--- src/strict_priority_class_queues_top_macros.svh ---
// Assertion macros shared by the strict priority class queue RTL.
`ifndef STRICT_PRIORITY_CLASS_QUEUES_TOP_MACROS_SVH
`define STRICT_PRIORITY_CLASS_QUEUES_TOP_MACROS_SVH
`ifndef SYNTHESIS
`define SPCQ_ASSERT(lbl, clk, rst_n, prop, msg) \
    lbl: assert property (@(posedge clk) disable iff (!rst_n) prop) else $error(msg);
`define SPCQ_ASSERT_NEXT(lbl, clk, rst_n, ante, cons, msg) \
    lbl: assert property (@(posedge clk) disable iff (!rst_n) ante |=> cons) else $error(msg);
`else
`define SPCQ_ASSERT(lbl, clk, rst_n, prop, msg)
`define SPCQ_ASSERT_NEXT(lbl, clk, rst_n, ante, cons, msg)
`endif
`endif

--- src/spcq_pkg.sv ---
// Package: shared constants, codes and types of the strict priority class queues.
`default_nettype none
package spcq_pkg;
    localparam int TOTAL_SLOTS_DEF = 32;
    localparam int DATA_BITS_DEF   = 32;
    localparam int DEPTH_W         = 8;
    localparam int SIZE_W          = 8;
    localparam int CMD_FIFO_DEPTH  = 2;
    localparam logic [DEPTH_W-1:0] CLASS0_DEPTH_RST = 8'd16;
    localparam logic [DEPTH_W-1:0] CLASS1_DEPTH_RST = 8'd16;

    typedef enum logic [1:0] {
        ST_OK    = 2'd0,
        ST_FULL  = 2'd1,
        ST_EMPTY = 2'd2
    } t_status;

    typedef enum logic {
        OP_ENQ = 1'b0,
        OP_DEQ = 1'b1
    } t_op;

    typedef enum logic {
        CFG_CLASS0_DEPTH = 1'b0,
        CFG_CLASS1_DEPTH = 1'b1
    } t_cfg_reg;

    typedef struct packed {
        logic    wr;
        logic    rd;
        t_status status;
        logic    cls;
    } t_cmd_ctl;

    localparam int CMD_CTL_W = $bits(t_cmd_ctl);
endpackage
`default_nettype wire

--- src/spcq_in_if.sv ---
// Interface: request channel carrying enqueue and dequeue commands.
`default_nettype none
interface spcq_in_if #(
    parameter int DATA_BITS = 32
);
    logic                 valid;
    logic                 ready;
    logic                 operation;
    logic                 queue_class;
    logic [7:0]           packet_size;
    logic [DATA_BITS-1:0] packet_data;

    modport source (output valid, output operation, output queue_class,
                    output packet_size, output packet_data, input ready);
    modport sink   (input valid, input operation, input queue_class,
                    input packet_size, input packet_data, output ready);
endinterface
`default_nettype wire

--- src/spcq_out_if.sv ---
// Interface: result channel carrying status and dequeued packets.
`default_nettype none
interface spcq_out_if #(
    parameter int DATA_BITS = 32
);
    logic                 valid;
    logic                 ready;
    logic [1:0]           status;
    logic                 out_class;
    logic [7:0]           out_size;
    logic [DATA_BITS-1:0] out_data;

    modport source (output valid, output status, output out_class,
                    output out_size, output out_data, input ready);
    modport sink   (input valid, input status, input out_class,
                    input out_size, input out_data, output ready);
endinterface
`default_nettype wire

--- src/spcq_front.sv ---
// Front end: ring bookkeeping, classification and slot address generation.
`default_nettype none
module spcq_front
    import spcq_pkg::*;
#(
    parameter int TOTAL_SLOTS = TOTAL_SLOTS_DEF,
    parameter int DATA_BITS   = DATA_BITS_DEF,
    localparam int AW         = $clog2(TOTAL_SLOTS)
) (
    input  wire                  i_clk,
    input  wire                  i_rst_n,
    input  wire                  i_cfg_we,
    input  wire                  i_cfg_index,
    input  wire  [DEPTH_W-1:0]   i_cfg_data,
    spcq_in_if.sink              i_in,
    input  wire                  i_fifo_full,
    output logic                 o_push,
    output t_cmd_ctl             o_ctl,
    output logic [AW-1:0]        o_addr,
    output logic [SIZE_W-1:0]    o_size,
    output logic [DATA_BITS-1:0] o_data
);
    // Reciprocal of the store size, exact for every sum of base and position.
    localparam int RECIP_SHIFT = 18;
    localparam int RECIP_MUL   = ((1 << RECIP_SHIFT) + TOTAL_SLOTS - 1) / TOTAL_SLOTS;

    logic [DEPTH_W-1:0] r_depth0, r_depth1;
    logic [DEPTH_W-1:0] r_rp [2];
    logic [DEPTH_W-1:0] r_wp [2];
    logic [1:0]         r_wf;
    logic [DEPTH_W-1:0] n_rp [2];
    logic [DEPTH_W-1:0] n_wp [2];
    logic [1:0]         n_wf;

    logic [1:0]         w_empty, w_full;
    logic               w_deq, w_sel, w_acc;
    logic [DEPTH_W-1:0] w_depth, w_base, w_pos;
    logic [DEPTH_W:0]   w_adv;

    // Step a position; the top bit flags a return to zero.
    function automatic logic [DEPTH_W:0] advance(input logic [DEPTH_W-1:0] pos,
                                                 input logic [DEPTH_W-1:0] depth);
        logic [DEPTH_W:0] nxt;
        nxt = {1'b0, pos} + 1'b1;
        if (nxt >= {1'b0, depth}) begin
            return {1'b1, {DEPTH_W{1'b0}}};
        end
        return {1'b0, nxt[DEPTH_W-1:0]};
    endfunction

    // Reduce base plus position modulo the store size by reciprocal multiplication.
    function automatic logic [AW-1:0] slot_mod(input logic [DEPTH_W:0] sum);
        logic [27:0] prod;
        logic [17:0] quo;
        logic [17:0] rem;
        prod = 28'(sum) * 28'(RECIP_MUL);
        quo  = 18'(prod >> RECIP_SHIFT);
        rem  = 18'(sum) - quo * 18'(TOTAL_SLOTS);
        return rem[AW-1:0];
    endfunction

    always_comb begin
        for (int q = 0; q < 2; q++) begin
            w_empty[q] = (r_rp[q] == r_wp[q]) && !r_wf[q];
            w_full[q]  = (r_rp[q] == r_wp[q]) &&  r_wf[q];
        end
    end

    assign i_in.ready = !i_fifo_full;
    assign w_acc      = i_in.valid && !i_fifo_full;
    assign w_deq      = (i_in.operation == OP_DEQ);
    // Strict priority: class 0 wins whenever it holds a packet.
    assign w_sel      = w_deq ? w_empty[0] : i_in.queue_class;
    assign w_depth    = w_sel ? r_depth1 : r_depth0;
    assign w_base     = w_sel ? r_depth0 : '0;
    assign w_pos      = w_deq ? r_rp[w_sel] : r_wp[w_sel];
    assign w_adv      = advance(w_pos, w_depth);

    always_comb begin
        o_ctl        = '0;
        o_ctl.status = ST_OK;
        if (w_deq) begin
            if (w_empty[0] && w_empty[1]) begin
                o_ctl.status = ST_EMPTY;
            end else begin
                o_ctl.rd  = 1'b1;
                o_ctl.cls = w_sel;
            end
        end else begin
            if (w_full[w_sel]) begin
                o_ctl.status = ST_FULL;
            end else begin
                o_ctl.wr = 1'b1;
            end
        end
    end

    assign o_push = w_acc;
    assign o_addr = slot_mod({1'b0, w_base} + {1'b0, w_pos});
    assign o_size = i_in.packet_size;
    assign o_data = i_in.packet_data;

    always_comb begin
        n_rp = r_rp;
        n_wp = r_wp;
        n_wf = r_wf;
        if (w_acc && o_ctl.wr) begin
            n_wp[w_sel] = w_adv[DEPTH_W-1:0];
            if (w_adv[DEPTH_W]) begin
                n_wf[w_sel] = 1'b1;
            end
        end
        if (w_acc && o_ctl.rd) begin
            n_rp[w_sel] = w_adv[DEPTH_W-1:0];
            if (w_adv[DEPTH_W]) begin
                n_wf[w_sel] = 1'b0;
            end
        end
    end

    always_ff @(posedge i_clk) begin
        if (!i_rst_n) begin
            r_rp     <= '{default: '0};
            r_wp     <= '{default: '0};
            r_wf     <= '0;
            r_depth0 <= CLASS0_DEPTH_RST;
            r_depth1 <= CLASS1_DEPTH_RST;
        end else begin
            r_rp <= n_rp;
            r_wp <= n_wp;
            r_wf <= n_wf;
            if (i_cfg_we) begin
                case (t_cfg_reg'(i_cfg_index))
                    CFG_CLASS0_DEPTH: r_depth0 <= i_cfg_data;
                    CFG_CLASS1_DEPTH: r_depth1 <= i_cfg_data;
                    default: ;
                endcase
            end
        end
    end
endmodule
`default_nettype wire

--- src/spcq_cmd_fifo.sv ---
// Command queue: short register FIFO between the front and back ends.
`default_nettype none
`include "strict_priority_class_queues_top_macros.svh"
module spcq_cmd_fifo
    import spcq_pkg::*;
#(
    parameter int W     = 8,
    parameter int DEPTH = CMD_FIFO_DEPTH,
    localparam int PW   = (DEPTH > 1) ? $clog2(DEPTH) : 1,
    localparam int CW   = $clog2(DEPTH + 1)
) (
    input  wire          i_clk,
    input  wire          i_rst_n,
    input  wire          i_push,
    input  wire  [W-1:0] i_data,
    output logic         o_full,
    output logic         o_vld,
    output logic [W-1:0] o_data,
    input  wire          i_pop
);
    logic [W-1:0]  r_mem [DEPTH];
    logic [PW-1:0] r_wr_ptr, r_rd_ptr;
    logic [CW-1:0] r_count;

    assign o_full = (r_count == CW'(DEPTH));
    assign o_vld  = (r_count != '0);
    assign o_data = r_mem[r_rd_ptr];

    always_ff @(posedge i_clk) begin
        if (!i_rst_n) begin
            r_wr_ptr <= '0;
            r_rd_ptr <= '0;
            r_count  <= '0;
        end else begin
            if (i_push) begin
                r_wr_ptr <= (r_wr_ptr == PW'(DEPTH - 1)) ? '0 : r_wr_ptr + 1'b1;
            end
            if (i_pop) begin
                r_rd_ptr <= (r_rd_ptr == PW'(DEPTH - 1)) ? '0 : r_rd_ptr + 1'b1;
            end
            if (i_push && !i_pop) begin
                r_count <= r_count + 1'b1;
            end else if (i_pop && !i_push) begin
                r_count <= r_count - 1'b1;
            end
        end
    end

    always_ff @(posedge i_clk) begin
        if (i_push) begin
            r_mem[r_wr_ptr] <= i_data;
        end
    end

    `SPCQ_ASSERT(a_count_range, i_clk, i_rst_n, r_count <= CW'(DEPTH), "fifo count overflow")
    `SPCQ_ASSERT_NEXT(a_pop_drains, i_clk, i_rst_n, (i_pop && !i_push), (r_count == $past(r_count) - 1'b1), "fifo pop did not drain")
endmodule
`default_nettype wire

--- src/spcq_back.sv ---
// Back end: shared slot store access and registered result stage.
`default_nettype none
`include "strict_priority_class_queues_top_macros.svh"
module spcq_back
    import spcq_pkg::*;
#(
    parameter int TOTAL_SLOTS = TOTAL_SLOTS_DEF,
    parameter int DATA_BITS   = DATA_BITS_DEF,
    localparam int AW         = $clog2(TOTAL_SLOTS)
) (
    input  wire                  i_clk,
    input  wire                  i_rst_n,
    input  wire                  i_cmd_vld,
    output logic                 o_pop,
    input  wire t_cmd_ctl        i_ctl,
    input  wire  [AW-1:0]        i_addr,
    input  wire  [SIZE_W-1:0]    i_size,
    input  wire  [DATA_BITS-1:0] i_data,
    spcq_out_if.source           o_out
);
    logic [SIZE_W+DATA_BITS-1:0] r_mem [TOTAL_SLOTS];
    logic [SIZE_W+DATA_BITS-1:0] r_rd;
    logic                        r_s1_vld;
    t_cmd_ctl                    r_s1;
    logic                        r_o_vld;
    logic [1:0]                  r_o_status;
    logic                        r_o_class;
    logic [SIZE_W-1:0]           r_o_size;
    logic [DATA_BITS-1:0]        r_o_data;
    logic                        w_out_free, w_s1_adv;

    assign w_out_free = !r_o_vld || o_out.ready;
    assign w_s1_adv   = r_s1_vld && w_out_free;
    assign o_pop      = i_cmd_vld && (!r_s1_vld || w_s1_adv);

    // Commands reach the store in order, so a read always sees earlier writes.
    always_ff @(posedge i_clk) begin
        if (o_pop && i_ctl.wr) begin
            r_mem[i_addr] <= {i_size, i_data};
        end
        if (o_pop && i_ctl.rd) begin
            r_rd <= r_mem[i_addr];
        end
    end

    always_ff @(posedge i_clk) begin
        if (!i_rst_n) begin
            r_s1_vld <= 1'b0;
            r_o_vld  <= 1'b0;
        end else begin
            if (o_pop) begin
                r_s1_vld <= 1'b1;
            end else if (w_s1_adv) begin
                r_s1_vld <= 1'b0;
            end
            if (w_s1_adv) begin
                r_o_vld <= 1'b1;
            end else if (o_out.ready) begin
                r_o_vld <= 1'b0;
            end
        end
    end

    always_ff @(posedge i_clk) begin
        if (o_pop) begin
            r_s1 <= i_ctl;
        end
        if (w_s1_adv) begin
            r_o_status <= r_s1.status;
            r_o_class  <= r_s1.rd ? r_s1.cls : 1'b0;
            r_o_size   <= r_s1.rd ? r_rd[SIZE_W+DATA_BITS-1:DATA_BITS] : '0;
            r_o_data   <= r_s1.rd ? r_rd[DATA_BITS-1:0] : '0;
        end
    end

    assign o_out.valid     = r_o_vld;
    assign o_out.status    = r_o_status;
    assign o_out.out_class = r_o_class;
    assign o_out.out_size  = r_o_size;
    assign o_out.out_data  = r_o_data;

    `SPCQ_ASSERT_NEXT(a_s1_holds, i_clk, i_rst_n, (r_s1_vld && !w_s1_adv), r_s1_vld, "stage lost a stalled command")
    `SPCQ_ASSERT_NEXT(a_read_tracked, i_clk, i_rst_n, (o_pop && i_ctl.rd), (r_s1_vld && r_s1.rd), "read command not staged")
endmodule
`default_nettype wire

--- src/strict_priority_class_queues_top.sv ---
// Top level: two strict priority packet rings sharing one slot store.
// Path: command FIFO, store read and result register; throughput is one
// command per cycle unless the command FIFO is full. The front end updates
// ring positions in the transfer cycle, the slot store one access per cycle.
// Reset (synchronous, active low) empties both rings, sets both depths to 16;
// the slot store is not cleared and no command is held off after reset.
`default_nettype none
module strict_priority_class_queues_top
    import spcq_pkg::*;
#(
    parameter int TOTAL_SLOTS = TOTAL_SLOTS_DEF,
    parameter int DATA_BITS   = DATA_BITS_DEF
) (
    input  wire                i_clk,
    input  wire                i_rst_n,
    input  wire                i_cfg_we,
    input  wire                i_cfg_index,
    input  wire  [DEPTH_W-1:0] i_cfg_data,
    spcq_in_if.sink            i_in,
    spcq_out_if.source         o_out
);
    localparam int AW = $clog2(TOTAL_SLOTS);
    localparam int FW = CMD_CTL_W + AW + SIZE_W + DATA_BITS;

    // Command handed from front to back: control, slot address and payload.
    logic                 w_push, w_pop, w_full, w_vld;
    t_cmd_ctl             w_f_ctl, w_b_ctl;
    logic [AW-1:0]        w_f_addr, w_b_addr;
    logic [SIZE_W-1:0]    w_f_size, w_b_size;
    logic [DATA_BITS-1:0] w_f_data, w_b_data;
    logic [FW-1:0]        w_q_in, w_q_out;

    // Classify each transfer and advance ring positions right away, so
    // the next command sees up-to-date full and empty state.
    spcq_front #(
        .TOTAL_SLOTS (TOTAL_SLOTS),
        .DATA_BITS   (DATA_BITS)
    ) u_front (
        .i_clk       (i_clk),
        .i_rst_n     (i_rst_n),
        .i_cfg_we    (i_cfg_we),
        .i_cfg_index (i_cfg_index),
        .i_cfg_data  (i_cfg_data),
        .i_in        (i_in),
        .i_fifo_full (w_full),
        .o_push      (w_push),
        .o_ctl       (w_f_ctl),
        .o_addr      (w_f_addr),
        .o_size      (w_f_size),
        .o_data      (w_f_data)
    );

    assign w_q_in = {w_f_ctl, w_f_addr, w_f_size, w_f_data};
    assign {w_b_ctl, w_b_addr, w_b_size, w_b_data} = w_q_out;

    // Decouple the two ends; the front stalls only when this fills.
    spcq_cmd_fifo #(
        .W     (FW),
        .DEPTH (CMD_FIFO_DEPTH)
    ) u_cmd_fifo (
        .i_clk   (i_clk),
        .i_rst_n (i_rst_n),
        .i_push  (w_push),
        .i_data  (w_q_in),
        .o_full  (w_full),
        .o_vld   (w_vld),
        .o_data  (w_q_out),
        .i_pop   (w_pop)
    );

    // Perform the store access and hold the result until transfer.
    spcq_back #(
        .TOTAL_SLOTS (TOTAL_SLOTS),
        .DATA_BITS   (DATA_BITS)
    ) u_back (
        .i_clk     (i_clk),
        .i_rst_n   (i_rst_n),
        .i_cmd_vld (w_vld),
        .o_pop     (w_pop),
        .i_ctl     (w_b_ctl),
        .i_addr    (w_b_addr),
        .i_size    (w_b_size),
        .i_data    (w_b_data),
        .o_out     (o_out)
    );
endmodule
`default_nettype wire
--- src/flat_wrapper.sv ---
// flat-port wrapper written by rule: the top's interface ports become plain ports
module strict_priority_class_queues_top_flat import spcq_pkg::*;
#(
    parameter int TOTAL_SLOTS = TOTAL_SLOTS_DEF,
    parameter int DATA_BITS   = DATA_BITS_DEF
)
  (i_clk, i_rst_n, i_cfg_we, i_cfg_index, i_cfg_data, i_in_valid, i_in_operation, i_in_queue_class, i_in_packet_size, i_in_packet_data, i_in_ready, o_out_valid, o_out_status, o_out_out_class, o_out_out_size, o_out_out_data, o_out_ready);
  spcq_in_if #(.DATA_BITS(DATA_BITS)) i_in_i ();
  spcq_out_if #(.DATA_BITS(DATA_BITS)) o_out_i ();
  input  wire i_clk;
  input  wire i_rst_n;
  input  wire i_cfg_we;
  input  wire i_cfg_index;
  input  wire  [DEPTH_W-1:0] i_cfg_data;
  input wire logic [$bits(i_in_i.valid)-1:0] i_in_valid;
  input wire logic [$bits(i_in_i.operation)-1:0] i_in_operation;
  input wire logic [$bits(i_in_i.queue_class)-1:0] i_in_queue_class;
  input wire logic [$bits(i_in_i.packet_size)-1:0] i_in_packet_size;
  input wire logic [$bits(i_in_i.packet_data)-1:0] i_in_packet_data;
  output wire logic [$bits(i_in_i.ready)-1:0] i_in_ready;
  output wire logic [$bits(o_out_i.valid)-1:0] o_out_valid;
  output wire logic [$bits(o_out_i.status)-1:0] o_out_status;
  output wire logic [$bits(o_out_i.out_class)-1:0] o_out_out_class;
  output wire logic [$bits(o_out_i.out_size)-1:0] o_out_out_size;
  output wire logic [$bits(o_out_i.out_data)-1:0] o_out_out_data;
  input wire logic [$bits(o_out_i.ready)-1:0] o_out_ready;
  assign i_in_i.valid = i_in_valid;
  assign i_in_i.operation = i_in_operation;
  assign i_in_i.queue_class = i_in_queue_class;
  assign i_in_i.packet_size = i_in_packet_size;
  assign i_in_i.packet_data = i_in_packet_data;
  assign i_in_ready = i_in_i.ready;
  assign o_out_valid = o_out_i.valid;
  assign o_out_status = o_out_i.status;
  assign o_out_out_class = o_out_i.out_class;
  assign o_out_out_size = o_out_i.out_size;
  assign o_out_out_data = o_out_i.out_data;
  assign o_out_i.ready = o_out_ready;
  strict_priority_class_queues_top #(.TOTAL_SLOTS(TOTAL_SLOTS), .DATA_BITS(DATA_BITS)) u_core (.i_clk(i_clk), .i_rst_n(i_rst_n), .i_cfg_we(i_cfg_we), .i_cfg_index(i_cfg_index), .i_cfg_data(i_cfg_data), .i_in(i_in_i), .o_out(o_out_i));
endmodule
--- config.mk ---
export PLATFORM = sky130hd
export DESIGN_NAME = strict_priority_class_queues_top_flat
export DESIGN_NICKNAME = d
export VERILOG_FILES = /design/src/spcq_pkg.sv /design/src/spcq_in_if.sv /design/src/spcq_out_if.sv /design/src/spcq_front.sv /design/src/spcq_cmd_fifo.sv /design/src/spcq_back.sv /design/src/strict_priority_class_queues_top.sv /design/src/flat_wrapper.sv
export VERILOG_INCLUDE_DIRS = /design/src /design/src/src
export SDC_FILE = /design/constraint.sdc
export NUM_CORES = 2
export LEC_CHECK = 0
export BUFFER_PORTS_ARGS = -buffer_cell sky130_fd_sc_hd__buf_2
export CAP_MARGIN = 20
export CORE_MARGIN = 2
export CORE_UTILIZATION = 55
export DETAILED_ROUTE_END_ITERATION = 7
export HOLD_SLACK_MARGIN = 0.05
export PLACE_DENSITY = 0.72
export RECOVER_POWER = 50
export SKIP_LAST_GASP = 1
export SLEW_MARGIN = 20
export SYNTH_ARGS = -nofsm -noshare
export SYNTH_HDL_FRONTEND = slang
export SYNTH_SLANG_ARGS = --single-unit
export TNS_END_PERCENT = 1
--- constraint.sdc ---
create_clock -name i_clk -period 7.3 [get_ports i_clk]
set_input_delay 1.095 -clock i_clk [delete_from_list [all_inputs] [get_ports i_clk]]
set_output_delay 1.095 -clock i_clk [all_outputs]
set_load 0.05 [all_outputs]
==> reports/qor.txt <==
Worst Path Max Fanout - 18
worst slew pin tran - 3.587 ns
Worst Setup End Kind - register
vias in the first global route - 28.98k
Clk pin slew, worst setup/hold paths - 0.06 ns
Post-synth ARST share - 0%
synthesis-to-finish area growth - 12.64%
TritonCTS buffer count - 150
Clock Root Buffer - clkbuf_16
failing checks - capacitance limit, slew limit
Crit Path Class - reg -> reg
GRT overflow - 0
postcts setup bufs - 0
worst path required time - 7.98 ns
Synth Instances - 2682
Worst Skew - 0.02923 ns
port bufs - 100
largest net degree at the start of global routing - 179
Core ar. - 103900 um^2
DR WL/cell - 31.69 um
status - finished with violations
Placer Congestion - 0.8062
fin. max-slew vios - 205
final net count - 2927
worst path arrival time - 6.28 ns
TritonCTS clock tree - built
syn_nets - 2752
dpl hpwl - 73.80 mm
max_slew headroom - -139.1%
post-synthesis sequential area ratio - 78.09%
die area - 107800 um^2
max-cap check violation count - 7
setup TNS - 0 ns
fin crit share - 76.79%
Top delay family on crit path - simple AND/OR/NAND/NOR gates
EDFF count, synth - 1467
Area contributors post-synth - edfxtp_1 76%, mux4_2 12%, dfxtp_1 2.0%
CTS resizes - 0
Mapped Area - 57870 um^2
Starting Density - 55.68%
Hold Crit Class - reg -> reg
Yosys cell types - 57
Synth Area per Inst - 21.58 um^2
dominant cell type by area after synthesis - edfxtp_1
Final Hold Slack - 0.4517 ns
Yosys Warn Count - 0
drt total wl - 138.2 mm
Max Clk Rate - 178.4 MHz
critical path startpoint category - register
I/O Pins - 101
die height - 328.4 um
die width - 328.4 um
Placement Setup Slack - 1.832 ns
worst-skew pair later-pin latency - 0.76 ns
Yosys top cell area share - 76.12%
Slowest Stage Delay on Critical Path - 1.26 ns
Rows - 118
first-pass GRT wire length - 199.8 mm
Critical Path, Cell by Cell - xor2_1, nor4_1, nand4_1, nand3_1, and2_1, ha_1, inv_1, xnor2_1, ha_1, a21o_1, a21o_1, a21oi_1, o21a_1, and3_1, a22o_1
pwr dens - 365.3 nW/um^2
drc violations - 0
post-DR vias/cell - 6.541
Clock H-tree levels - 4
Final Hold Fails - 0
RSZ-0062 raised after global routing - false
via count - 28.52k
CTS Sinks - 1524
gr usage total - 25.93%
Synth Flop Type - edfxtp_1
crit path buf inv count - 1
Synth Register Bits - 1524
initial drt markers - 3880
clock period minus worst slack - 5.606 ns
Layout fillers - 6929
fraction of layout cells with a size suffix above 1 - 24.29%
1st-pass router iterations - 6
hold_buf cts - 0
post-route ant nets - 0
LEAKAGE - 20.48 nW
initial antenna violation count - 2
count of final setup violators - 0
Critical Path Slowest Stage Cell - nor4_1
worst vdd ir - 0.0003228 V
CTS Buffer Depth - 3
PnR worst setup slack - 1.694 ns
through the flow:
stage	area [um^2]	total power [W]	std cells	utilization, %
after floorplan	57870	0.01477	2682	-
after global placement	60340	0.01641	4078	58.05
after detailed placement	60370	0.01656	4079	58.08
after CTS	65080	0.02390	4350	62.61
after global routing	65170	0.02456	4356	62.70
final	65180	0.02381	4360	62.71
cells in the final DEF, fill, tap and decap left out, types with 7 or more instances in the layout:
cell type / Yosys / final
a21boi_0: 17 / 17
a21boi_1: 8 / 8
a21oi_1: 15 / 15
a22o_1: 19 / 19
a22oi_1: 142 / 142
and2_0: 0 / 31
and2_1: 57 / 25
and3_1: 27 / 27
buf_16: 0 / 7
buf_2: 37 / 72
buf_4: 1 / 48
bufinv_16: 0 / 10
clkbuf_1: 81 / 68
clkbuf_16: 0 / 154
clkinv_1: 0 / 24
clkinv_2: 0 / 27
dfxtp_1: 57 / 57
edfxtp_1: 1467 / 1467
ha_1: 14 / 14
inv_1: 10 / 10
inv_6: 0 / 7
mux2_1: 0 / 41
mux2i_1: 35 / 35
mux4_2: 320 / 320
nand2_1: 58 / 58
nand3_1: 28 / 28
nand4_1: 37 / 37
nor2_1: 59 / 19
nor2_4: 0 / 40
nor2b_1: 14 / 14
o21ai_0: 23 / 23
xnor2_1: 19 / 19
xor2_1: 11 / 11
final timing paths:
| check | to | cells past startpoint | slack, ns | startpoint |
|---|---|---|---|---|
| hold / removal | u_core.u_back.o_out.status[0]$_DFFE_PP_ | 0 | 0.45 | u_core.u_back.r_s1[1]$_DFFE_PP_ |
| setup / recovery | u_core.u_front.r_wp[14]$_SDFFE_PN0P_ | 15 | 1.69 | u_core.u_front.r_rp[10]$_SDFFE_PN0P_ |
| setup reg to reg | u_core.u_front.r_wp[14]$_SDFFE_PN0P_ | 15 | 1.69 | u_core.u_front.r_rp[10]$_SDFFE_PN0P_ |
| hold reg to reg | u_core.u_back.o_out.status[0]$_DFFE_PP_ | 0 | 0.45 | u_core.u_back.r_s1[1]$_DFFE_PP_ |
flip-flops by register name (all words and copies together) (netlist names), 2 cells and up, named ones only:
signal / flops
u_core.u_cmd_fifo.r_mem: 100
u_core.u_back.r_rd: 40
u_core.u_back.r_s1: 4
u_core.u_front.r_wf: 2
u_core.u_back.o_out.out_data: 32
u_core.u_front.r_rp: 16
u_core.u_front.r_depth0: 8
u_core.u_front.r_wp: 16
u_core.u_cmd_fifo.r_count: 2
u_core.u_back.o_out.out_size: 8
u_core.u_front.r_depth1: 8
u_core.u_back.r_mem: 1280
u_core.u_back.o_out.status: 2
logic make-up after synthesis:
kind of cell / count (synthesis) / share of synthesized area [%]
AND/OR/NAND/NOR: 304 / 2.780
flip-flops: 1524 / 78.09
adder cells (fa/ha/maj): 15 / 0.3222
XOR/XNOR: 30 / 0.4540
multiplexers: 404 / 14.01
buffers and inverters: 150 / 1.072
AO/OA/AOI/OAI: 255 / 3.265
worst reg2reg max path, stage by stage, from the launching register on:
cell and delay (ns):
dfxtp_1 0.34, xor2_1 0.19, nor4_1 1.26, nand4_1 0.31
nand3_1 0.21, and2_1 0.25, ha_1 0.26, inv_1 0.09
xnor2_1 0.60, ha_1 0.36, a21o_1 0.16, a21o_1 0.18
a21oi_1 0.15, o21a_1 0.60, and3_1 0.42, a22o_1 0.19
Yosys cell counts (4+ instances only):
master and count:
o211ai_2 4, and2_1 57, buf_2 37, xor2_1 11, mux2_2 49, mux2i_1 35
a21oi_1 15, a21boi_1 8, nor2_1 59, o21ai_0 23, mux4_2 320, dfxtp_1 57
nand4_1 37, nand2_1 58, clkbuf_1 81, ha_1 14, inv_1 10, a21o_1 4
nor2b_1 14, edfxtp_1 1467, nor3_1 5, a22o_1 19, nand3_1 28, buf_1 20
nand2b_1 6, a22oi_1 142, and3_1 27, a21boi_0 17, xnor2_1 19
cell type report:
| class | instances | area (um^2) | share of cell area, % |
|---|---|---|---|
| Clock buffer | 194 | 4014 | 6.158 |
| Multi-Input combinational cell | 1008 | 12380 | 19.00 |
| Tap cell | 1380 | 1727 | 2.649 |
| Sequential cell | 1524 | 45190 | 69.33 |
| Clock inverter | 77 | 689.4 | 1.058 |
| Inverter | 10 | 37.54 | 0.05759 |
| Timing Repair Buffer | 163 | 1129 | 1.731 |
| Antenna cell | 4 | 10.01 | 0.01536 |
layer usage:
metal / share of wire, % / routed length [um] / GRT usage, % / vias up
met3: 9.3 / 12910 / 5.108 / 238
met5: 0.0087 / 12 / 0 / -
met4: 2.8 / 3871 / 7.832 / 2
li1: - / - / - / 11580
met1: 39 / 53890 / 36.72 / 15100
met2: 49 / 67500 / 41.51 / 1596
where the power goes:
part	switching (W)	total, W	internal [W]
clock	0.00317	0.00741	0.00424
combinational	0.00344	0.00531	0.00187
sequential	0.000161	0.0111	0.0109
Power figures use the tool's default switching activity.
